--- config.mk ---
export PLATFORM = sky130hd
export DESIGN_NAME = csv_field_tokenizer_top
export DESIGN_NICKNAME = d
export VERILOG_FILES = /design/src/rtl/cft_pkg.sv /design/src/rtl/cft_front.sv /design/src/rtl/cft_queue.sv /design/src/rtl/cft_back.sv /design/src/rtl/csv_field_tokenizer_top.sv
export SDC_FILE = /design/constraint.sdc
export NUM_CORES = 1
export LEC_CHECK = 0
export BUFFER_PORTS_ARGS = -buffer_cell sky130_fd_sc_hd__buf_4
export CAP_MARGIN = 5
export CELL_PAD_IN_SITES_DETAIL_PLACEMENT = 0
export CELL_PAD_IN_SITES_GLOBAL_PLACEMENT = 1
export CORE_ASPECT_RATIO = 0.6
export CORE_MARGIN = 1.5
export CORE_UTILIZATION = 50
export CTS_CLUSTER_DIAMETER = 80
export DETAILED_ROUTE_END_ITERATION = 7
export GPL_TIMING_DRIVEN = 1
export MAX_ROUTING_LAYER = met4
export PLACE_DENSITY_LB_ADDON = 0.05
export SLEW_MARGIN = 15
export SYNTH_ARGS = -nofsm -noshare
export SYNTH_HDL_FRONTEND = slang
export SYNTH_HIERARCHICAL = 1
export SYNTH_SLANG_ARGS = --single-unit
--- constraint.sdc ---
create_clock -name i_clk -period 7.8 [get_ports i_clk]
set_input_delay 0.39 -clock i_clk [delete_from_list [all_inputs] [get_ports i_clk]]
set_output_delay 0.39 -clock i_clk [all_outputs]
set_load 0.01 [all_outputs]
--- src/rtl/cft_pkg.sv ---
// cft_pkg: shared types and constants for the csv field tokenizer
// holds the front-to-back command word, config and result structs
// no dependencies
package cft_pkg;

    // default depth of the leading-blank buffer
    localparam int PadDepthDef = 8;
    // entries in the command queue between front and back
    localparam int QueueDepth = 4;

    // fixed character codes
    localparam logic [7:0] ChLf  = 8'h0A;
    localparam logic [7:0] ChCr  = 8'h0D;
    localparam logic [7:0] ChSp  = 8'h20;
    localparam logic [7:0] ChTab = 8'h09;
    localparam logic [7:0] ChNul = 8'h00;

    // config register indexes
    typedef enum logic [1:0] {
        CFG_SEPARATOR = 2'd0,
        CFG_QUOTE     = 2'd1,
        CFG_ESC_ON    = 2'd2,
        CFG_ESC_CHAR  = 2'd3
    } t_cfg_idx;

    // record prefix classes for null-field detection
    typedef enum logic [1:0] {
        PFX_NONE  = 2'd0,
        PFX_CR    = 2'd1,
        PFX_LF    = 2'd2,
        PFX_OTHER = 2'd3
    } t_prefix;

    typedef struct packed {
        logic [7:0] separator;
        logic [7:0] quote;
        logic       esc_on;
        logic [7:0] esc_char;
    } t_cfg;

    // one classified input word, expanded by the back end
    typedef struct packed {
        logic       push_pad;   // store a leading blank
        logic       push_tab;   // stored blank is a tab, else a space
        logic       clear_pad;  // drop held blanks
        logic       flush;      // emit held blanks first
        logic       emit_byte;  // emit data as a field byte
        logic       ovf;        // emit an overflow mark
        logic       field;      // emit a field-end mark
        logic       nul;        // emit a zero byte before the record mark
        logic       rec;        // emit the record-end mark
        logic       rec_null;   // record-end mark carries the null flag
        logic [7:0] data;
    } t_cmd;

    typedef struct packed {
        logic [7:0] data;
        logic       valid;
        logic       fdone;
        logic       rdone;
        logic       nul;
        logic       ovf;
        logic       last;
    } t_res;

endpackage

--- src/rtl/cft_front.sv ---
// cft_front: accepts input words, tracks the quoting state, issues commands
// depends on cft_pkg
module cft_front import cft_pkg::*; #(
    parameter int PAD_DEPTH = PadDepthDef
) (
    input  logic       i_clk,
    input  logic       i_rst_n,
    input  t_cfg       i_cfg,
    input  logic       i_s_tvalid,
    output logic       o_s_tready,
    input  logic [7:0] i_s_tdata,   // in_byte
    input  logic       i_s_tlast,   // in_last
    input  logic       i_full,
    output logic       o_push,
    output t_cmd       o_cmd
);

    localparam int CW = $clog2(PAD_DEPTH + 1);

    logic          r_inq, n_inq;
    logic          r_fstart, n_fstart;
    logic          r_closep, n_closep;
    logic          r_escp, n_escp;
    logic          r_escodd, n_escodd;
    logic          r_lended, n_lended;
    t_prefix       r_prefix, n_prefix;
    logic [CW-1:0] r_cnt, n_cnt;
    t_cmd          cmd;
    logic          acc;

    assign o_s_tready = !i_full;
    assign acc        = i_s_tvalid && !i_full;

    // classify one word and work out the next state
    always_comb begin
        logic [7:0] b;
        logic       last;
        logic       unq;
        logic       blank;
        b     = i_s_tdata;
        last  = i_s_tlast;
        unq   = 1'b0;
        blank = (b == ChSp) || (b == ChTab);
        n_inq    = r_inq;
        n_fstart = r_fstart;
        n_closep = r_closep;
        n_escp   = r_escp;
        n_escodd = r_escodd;
        n_lended = r_lended;
        n_cnt    = r_cnt;
        cmd      = '0;
        cmd.data = b;

        // prefix class of the record so far
        unique case (r_prefix)
            PFX_NONE:  n_prefix = (b == ChCr) ? PFX_CR : (b == ChLf) ? PFX_LF : PFX_OTHER;
            PFX_CR:    n_prefix = (b == ChLf) ? PFX_LF : PFX_OTHER;
            default:   n_prefix = PFX_OTHER;
        endcase

        // quoted-field handling and pending lookahead
        if (!r_lended) begin
            if (r_closep) begin
                n_closep = 1'b0;
                if (b == i_cfg.quote) begin
                    cmd.emit_byte = 1'b1;
                    n_escodd = (b == i_cfg.esc_char) ? !r_escodd : 1'b0;
                end else begin
                    n_inq    = 1'b0;
                    n_fstart = 1'b0;
                    unq      = 1'b1;
                end
            end else if (r_escp) begin
                n_escp = 1'b0;
                cmd.emit_byte = 1'b1;
                n_escodd = (b == i_cfg.esc_char) ? !r_escodd : 1'b0;
            end else if (r_inq) begin
                if (b == i_cfg.quote) begin
                    if (i_cfg.esc_on && r_escodd) begin
                        cmd.emit_byte = 1'b1;
                        n_escodd = (b == i_cfg.esc_char) ? !r_escodd : 1'b0;
                    end else if (last) begin
                        n_inq    = 1'b0;
                        n_fstart = 1'b0;
                    end else begin
                        n_closep = 1'b1;
                    end
                end else begin
                    cmd.emit_byte = 1'b1;
                    n_escodd = (b == i_cfg.esc_char) ? !r_escodd : 1'b0;
                    if (i_cfg.esc_on && b == i_cfg.esc_char && !last)
                        n_escp = 1'b1;
                end
            end else begin
                unq = 1'b1;
            end
        end

        // unquoted byte handling
        if (unq) begin
            if (b == ChLf || b == ChCr) begin
                cmd.flush = (r_cnt != '0);
                n_cnt     = '0;
                n_lended  = 1'b1;
            end else if (n_fstart && b == i_cfg.quote) begin
                cmd.clear_pad = (r_cnt != '0);
                n_cnt    = '0;
                n_inq    = 1'b1;
                n_fstart = 1'b0;
                n_escodd = 1'b0;
            end else if (n_fstart && b != i_cfg.separator && blank) begin
                if (last) begin
                    cmd.flush     = (r_cnt != '0);
                    cmd.emit_byte = 1'b1;
                    n_cnt         = '0;
                end else if (r_cnt < CW'(PAD_DEPTH)) begin
                    cmd.push_pad = 1'b1;
                    cmd.push_tab = (b == ChTab);
                    n_cnt        = r_cnt + CW'(1);
                end else begin
                    cmd.ovf = 1'b1;
                end
            end else if (b == i_cfg.separator) begin
                cmd.flush = (r_cnt != '0);
                cmd.field = 1'b1;
                n_cnt     = '0;
                n_fstart  = 1'b1;
            end else begin
                cmd.flush     = (r_cnt != '0);
                cmd.emit_byte = 1'b1;
                n_cnt         = '0;
                n_fstart      = 1'b0;
            end
        end

        // record end: closing marks and state clear
        if (last) begin
            cmd.rec = 1'b1;
            if (n_prefix == PFX_CR || n_prefix == PFX_LF) begin
                cmd.rec_null  = 1'b1;
                cmd.clear_pad = (n_cnt != '0);
            end else begin
                cmd.flush = cmd.flush || (n_cnt != '0);
                cmd.nul   = n_inq && i_cfg.esc_on && (i_cfg.esc_char == ChNul);
            end
            n_inq    = 1'b0;
            n_fstart = 1'b1;
            n_closep = 1'b0;
            n_escp   = 1'b0;
            n_escodd = 1'b0;
            n_lended = 1'b0;
            n_prefix = PFX_NONE;
            n_cnt    = '0;
        end
    end

    assign o_cmd  = cmd;
    assign o_push = acc && (cmd.push_pad || cmd.clear_pad || cmd.flush || cmd.emit_byte ||
                            cmd.ovf || cmd.field || cmd.nul || cmd.rec);

    // state registers
    always_ff @(posedge i_clk) begin
        if (!i_rst_n) begin
            r_inq    <= 1'b0;
            r_fstart <= 1'b1;
            r_closep <= 1'b0;
            r_escp   <= 1'b0;
            r_escodd <= 1'b0;
            r_lended <= 1'b0;
            r_prefix <= PFX_NONE;
            r_cnt    <= '0;
        end else if (acc) begin
            r_inq    <= n_inq;
            r_fstart <= n_fstart;
            r_closep <= n_closep;
            r_escp   <= n_escp;
            r_escodd <= n_escodd;
            r_lended <= n_lended;
            r_prefix <= n_prefix;
            r_cnt    <= n_cnt;
        end
    end

endmodule

--- src/rtl/cft_queue.sv ---
// cft_queue: small command fifo between front and back
// depends on cft_pkg
module cft_queue import cft_pkg::*; (
    input  logic i_clk,
    input  logic i_rst_n,
    input  logic i_push,
    input  t_cmd i_cmd,
    output logic o_full,
    input  logic i_pop,
    output logic o_valid,
    output t_cmd o_cmd
);

    localparam int AW = $clog2(QueueDepth);

    t_cmd        r_mem [QueueDepth];
    logic [AW-1:0] r_wr, r_rd;
    logic [AW:0]   r_cnt;
    logic          do_pop;

    assign o_full  = (r_cnt == (AW + 1)'(QueueDepth));
    assign o_valid = (r_cnt != '0);
    assign o_cmd   = r_mem[r_rd];
    assign do_pop  = i_pop && o_valid;

    // storage
    always_ff @(posedge i_clk) begin
        if (i_push)
            r_mem[r_wr] <= i_cmd;
    end

    // pointers and fill level
    always_ff @(posedge i_clk) begin
        if (!i_rst_n) begin
            r_wr  <= '0;
            r_rd  <= '0;
            r_cnt <= '0;
        end else begin
            if (i_push)
                r_wr <= r_wr + AW'(1);
            if (do_pop)
                r_rd <= r_rd + AW'(1);
            r_cnt <= r_cnt + (AW + 1)'(i_push) - (AW + 1)'(do_pop);
        end
    end

endmodule

--- src/rtl/cft_back.sv ---
// cft_back: expands queued commands into result words, owns the blank buffer
// depends on cft_pkg
module cft_back import cft_pkg::*; #(
    parameter int PAD_DEPTH = PadDepthDef
) (
    input  logic       i_clk,
    input  logic       i_rst_n,
    input  logic       i_valid,
    input  t_cmd       i_cmd,
    output logic       o_pop,
    output t_res       o_res,
    output logic       o_res_valid,
    input  logic       i_res_ready
);

    localparam int CW = $clog2(PAD_DEPTH + 1);
    localparam int IW = (PAD_DEPTH > 1) ? $clog2(PAD_DEPTH) : 1;

    logic [PAD_DEPTH-1:0] r_pad;     // 1 = tab, 0 = space, entry 0 leaves first
    logic [CW-1:0]        r_cnt;
    logic                 r_main_done, r_nul_done;
    logic                 r_out_valid;
    t_res                 r_out;

    logic out_free, fl, mn, nl, rc, emit, pop;
    t_res res;

    assign out_free = !r_out_valid || i_res_ready;
    assign fl = i_cmd.flush && (r_cnt != '0);
    assign mn = (i_cmd.emit_byte || i_cmd.ovf || i_cmd.field) && !r_main_done;
    assign nl = i_cmd.nul && !r_nul_done;
    assign rc = i_cmd.rec;

    // pick the next result of the head command
    always_comb begin
        res  = '0;
        emit = 1'b0;
        pop  = 1'b0;
        if (i_valid) begin
            priority if (fl) begin
                emit      = 1'b1;
                res.data  = r_pad[0] ? ChTab : ChSp;
                res.valid = 1'b1;
                res.last  = (r_cnt == CW'(1)) && !mn && !nl && !rc;
                pop       = res.last;
            end else if (mn) begin
                emit      = 1'b1;
                res.data  = i_cmd.emit_byte ? i_cmd.data : 8'h00;
                res.valid = i_cmd.emit_byte;
                res.ovf   = i_cmd.ovf;
                res.fdone = i_cmd.field;
                res.last  = !nl && !rc;
                pop       = res.last;
            end else if (nl) begin
                emit      = 1'b1;
                res.data  = ChNul;
                res.valid = 1'b1;
                res.last  = !rc;
                pop       = res.last;
            end else if (rc) begin
                emit      = 1'b1;
                res.fdone = 1'b1;
                res.rdone = 1'b1;
                res.nul   = i_cmd.rec_null;
                res.last  = 1'b1;
                pop       = 1'b1;
            end else begin
                pop = 1'b1;
            end
        end
    end

    assign o_pop       = pop && (!emit || out_free);
    assign o_res       = r_out;
    assign o_res_valid = r_out_valid;

    // blank buffer, progress flags and output register
    always_ff @(posedge i_clk) begin
        if (!i_rst_n) begin
            r_cnt       <= '0;
            r_main_done <= 1'b0;
            r_nul_done  <= 1'b0;
            r_out_valid <= 1'b0;
        end else begin
            if (out_free)
                r_out_valid <= emit;
            // blank buffer: push, drop when the command leaves, shift out on a flush
            if (i_valid && !emit && i_cmd.push_pad) begin
                r_pad[r_cnt[IW-1:0]] <= i_cmd.push_tab;
                r_cnt <= r_cnt + CW'(1);
            end else if (o_pop && i_cmd.clear_pad) begin
                r_cnt <= '0;
            end else if (emit && out_free && fl) begin
                r_pad <= r_pad >> 1;
                r_cnt <= r_cnt - CW'(1);
            end
            // progress through the head command
            if (o_pop) begin
                r_main_done <= 1'b0;
                r_nul_done  <= 1'b0;
            end else if (emit && out_free && !fl) begin
                if (mn)
                    r_main_done <= 1'b1;
                else if (nl)
                    r_nul_done <= 1'b1;
            end
        end
    end

    // result payload
    always_ff @(posedge i_clk) begin
        if (out_free && emit)
            r_out <= res;
    end

endmodule

--- src/rtl/csv_field_tokenizer_top.sv ---
// csv_field_tokenizer_top: csv record tokenizer, one byte in per cycle unless the queue is full
// path: an accepted byte's command is written to the command queue; with the queue empty,
// the back end then registers the first result of the byte on the output register
// input rate: one byte per cycle while the queue is not full; a byte giving several
// results holds the back end until its last one is out; the 4-entry queue absorbs bursts
// reset: synchronous active low; clears parser state, queue and blank count, config to defaults
// depends on cft_pkg, cft_front, cft_queue, cft_back
module csv_field_tokenizer_top import cft_pkg::*; #(
    parameter int PAD_DEPTH = PadDepthDef
) (
    input  logic       i_clk,
    input  logic       i_rst_n,
    // config write channel
    input  logic       i_cfg_valid,
    output logic       o_cfg_ready,
    input  logic [1:0] i_cfg_index,
    input  logic [7:0] i_cfg_data,
    // input stream
    input  logic       i_s_tvalid,
    output logic       o_s_tready,
    input  logic [7:0] i_s_tdata,   // [7:0] in_byte
    input  logic       i_s_tlast,   // in_last
    // result stream
    output logic       o_m_tvalid,
    input  logic       i_m_tready,
    output logic [7:0] o_m_tdata,   // [7:0] out_byte
    output logic [4:0] o_m_tuser,   // [0] byte_valid [1] field_done [2] record_done
                                    // [3] null_field [4] pad_overflow
    output logic       o_m_tlast    // run_last
);

    t_cfg r_cfg;
    logic q_full, q_push, q_valid, q_pop;
    t_cmd f_cmd, q_cmd;
    t_res res;

    assign o_cfg_ready = 1'b1;

    // config registers
    always_ff @(posedge i_clk) begin
        if (!i_rst_n) begin
            r_cfg.separator <= 8'd44;
            r_cfg.quote     <= 8'd34;
            r_cfg.esc_on    <= 1'b1;
            r_cfg.esc_char  <= 8'd92;
        end else if (i_cfg_valid) begin
            unique case (t_cfg_idx'(i_cfg_index))
                CFG_SEPARATOR: r_cfg.separator <= i_cfg_data;
                CFG_QUOTE:     r_cfg.quote     <= i_cfg_data;
                CFG_ESC_ON:    r_cfg.esc_on    <= i_cfg_data[0];
                CFG_ESC_CHAR:  r_cfg.esc_char  <= i_cfg_data;
                default:       r_cfg.esc_char  <= r_cfg.esc_char;
            endcase
        end
    end

    cft_front #(.PAD_DEPTH(PAD_DEPTH)) u_front (
        .i_clk      (i_clk),
        .i_rst_n    (i_rst_n),
        .i_cfg      (r_cfg),
        .i_s_tvalid (i_s_tvalid),
        .o_s_tready (o_s_tready),
        .i_s_tdata  (i_s_tdata),
        .i_s_tlast  (i_s_tlast),
        .i_full     (q_full),
        .o_push     (q_push),
        .o_cmd      (f_cmd)
    );

    cft_queue u_queue (
        .i_clk   (i_clk),
        .i_rst_n (i_rst_n),
        .i_push  (q_push),
        .i_cmd   (f_cmd),
        .o_full  (q_full),
        .i_pop   (q_pop),
        .o_valid (q_valid),
        .o_cmd   (q_cmd)
    );

    cft_back #(.PAD_DEPTH(PAD_DEPTH)) u_back (
        .i_clk       (i_clk),
        .i_rst_n     (i_rst_n),
        .i_valid     (q_valid),
        .i_cmd       (q_cmd),
        .o_pop       (q_pop),
        .o_res       (res),
        .o_res_valid (o_m_tvalid),
        .i_res_ready (i_m_tready)
    );

    // result word packing
    assign o_m_tdata = res.data;
    assign o_m_tuser = {res.ovf, res.nul, res.rdone, res.fdone, res.valid};
    assign o_m_tlast = res.last;

endmodule

==> metrics.yaml <==
gp_congestion: 0.856
start_kind: "flop"
hp-class: "in2reg"
r2r_setup_slack_ns: 3.84
relSlewSlack: 0.305
ys_types: 81
numCtsBuffers: 17
p_leak_nw: 3.05
dieHeight_um: 96.9
vias: 4965
avgRoutedWirePerCell_um: 19.4
netlist_instances: 622
fp.dieW_um: 159
tns_ns: 0
cts_tree: "yes"
power.density_nw_per_um2: 304
vias_per_cell: 5.81
start_util: 0.509
grt_pass1_wl_mm: 26.6
tightest_slew_ns: 1.04
rr_endpoint: "u_queue/r_cnt[2]"
fmax_mhz: 253
synth_fp_nets: 662
drv_cap: 0
finalSetupViolations: 0
grt_max_degree: 63
synth_edf_count: 94
finalNetCount: 684
period_minus_slack_ns: 3.96
wirelength_mm: 16.6
h-tree-depth: 4
status: "finished, final reports clean"
synth_flop_cell: "edfxtp_1"
dr.first_iter.drc_count: 406
postPlaceCellArea_sq_um: 7650
hpwl_mm: 11.6
cts_buffer_depth: 2
finalHoldViolCount: 0
worstSkewPairLatency_ns: 0.42
area_delta_synth_final_pct: 12.9
cts_hold_buffers: 0
critPathRequiredTime_ns: 8.11
path_clk_slew_ns: 0.06
drc: 0
diodes: 0
io_pins: 41
crit_arrival_ns: 4.27
fin_total_pwr_mw: 2.52
cts_resized: 0
syn_area_sq_um: 7340
finalClockSkew_ns: 0.0124
grt_usage: 0.235
synth-async-reset-ratio: 0
synth_area_leaders: "edfxtp_1, dfxtp_1, mux2i_1"
slew_violations: 0
postCtsSetupBuffers: 0
min_period_over_period: 0.508
dieArea_sq_um: 15400
yosysMostFrequentCell: "edfxtp_1"
numPortBuffers: 39
syn_avg_cell_area_sq_um: 11.8
irDropWorstVdd_mv: 0.178
drt_pass1_iterations: 5
grt_pass1_vias: 4626
yosys_register_bits: 147
rows: 34
fin_cells: 855
dp.cells: 823
rsz0062_at_grt: "no"
grt_antenna_before_repair: 0
endpoint: "u_queue/r_cnt[2]"
core_area_sq_um: 14400
layout-drive-gt1-share: 0.149
yosysTopAreaCell: "edfxtp_1"
yosys-top-cells-count: "edfxtp_1, nand2_1, dfxtp_1"
cts_num_sinks: 147
end_kind: "flop"
worst-path-max-fanout: 18
reg2reg_depth: 14
synth_top_area_frac: 0.384
cts_root_buffer: "clkbuf_16"
ys_warn_count: 6
fin_area_sq_um: 8290
holdWs_ns: 0.242
yosysSeqAreaShare: 0.529
gr-total-overflow: 0
antenna_left: 0
crit_type: "reg2reg"
area by class of cell:
type                    count  area [sq um]
repair buffers             40           300
clock inverters            12           178
fillers                  1211          6130
well taps                 198           248
clock buffers              20           458
flip-flops and latches    147          3880
multi-input cells         411          3120
inverters                  27           101
sequential cells by signal (all words and copies together), names as in the netlist, 2 cells and up, named ones only:
register,flops
u_queue/r_mem,72
u_back/r_pad,8
r_cfg,25
u_front/r_cnt,4
u_front/r_prefix,2
u_queue/r_rd,2
u_queue/r_cnt,3
u_queue/r_wr,2
u_back/r_cnt,4
u_back/o_res,14
report_power, final:
| part | total (mW) | leakage, nW | switching, mW | internal (mW) |
|---|---|---|---|---|
| Clock | 0.874 | 0.308 | 0.318 | 0.556 |
| Combinational | 0.609 | 1.45 | 0.341 | 0.269 |
| Sequential | 1.03 | 1.30 | 0.0731 | 0.961 |
| Total | 2.52 | 3.05 | 0.732 | 1.79 |
how the worst min path moves through the flow:
| stage | from | to | slack [ns] | cells past startpoint |
|---|---|---|---|---|
| after floorplan | u_back/r_nul_done | u_back/r_nul_done | 0.43 | 2 |
| after global placement | u_back/r_nul_done | u_back/r_nul_done | 0.44 | 2 |
| after detailed placement | u_back/r_nul_done | u_back/r_nul_done | 0.46 | 2 |
| after CTS | i_cfg_data[5] | r_cfg[5] | 0.22 | 3 |
| after global routing | i_cfg_data[5] | r_cfg[5] | 0.23 | 3 |
| final | i_cfg_data[5] | r_cfg[5] | 0.24 | 3 |
cell usage in the layout, fill, tap and decap left out, types with 4 or more instances in the layout:
master and instances:
nand4_1 9, xnor2_1 8, a21boi_0 6, nor4_1 6, mux2i_1 28, o211ai_1 7
o31ai_1 8, ha_1 15, clkbuf_16 18, and2_1 16, nor2b_1 19, xor2_1 17
and3_1 10, nand2_1 63, a211oi_1 5, mux4_2 10, mux4_1 8, and4_1 4
nand2b_1 10, inv_1 27, edfxtp_1 94, a21oi_1 20, nor2_1 36, buf_4 40
bufinv_16 4, nand3_1 8, a31oi_1 5, o21ai_0 16, nor3_1 4, dfxtp_1 52
worst max-delay path, cell delays in order (launching register included):
cell	delay [ns]
dfxtp_1	0.92
mux4_2	0.38
nand2b_1	0.15
ha_1	0.26
inv_1	0.13
nand3_1	0.15
a32oi_4	0.37
nor2_1	0.12
o31a_1	0.16
ha_1	0.29
inv_1	0.04
ha_1	0.18
fa_1	0.38
xnor3_1	0.17
and2_1	0.16
layer usage:
metal  routed length (um)  GRT usage  share of wire  up-vias
li1                     -          -              -     2357
met1                 8850      0.373           0.53     2424
met2                 6480      0.294           0.39      167
met3                 1070     0.0463          0.065       17
met4                  176     0.0711          0.011        0
met5                    0          -              0        -
cells by family (layout without fill, tap and decap cells):
family                   Yosys count  in the layout  share of synthesized area
XOR/XNOR                          26             26                     0.0329
AO/OA/AOI/OAI                    108            108                      0.108
buffers and inverters             64             99                     0.0458
flip-flops                       147            147                      0.529
AND/OR/NAND/NOR                  214            214                      0.158
other                              1              1                   0.000511
adder cells (fa/ha/maj)           16             16                     0.0283
multiplexers                      46             46                     0.0975
through the flow:
stage	utilization	setup slack, ns
3_5_place_dp	0.531	3.40
5_1_grt	0.575	3.52
4_1_cts	0.575	3.43
2_1_floorplan	-	4.36
6_report	0.575	3.84
3_3_place_gp	0.531	3.55
Power figures use the tool's default switching activity.
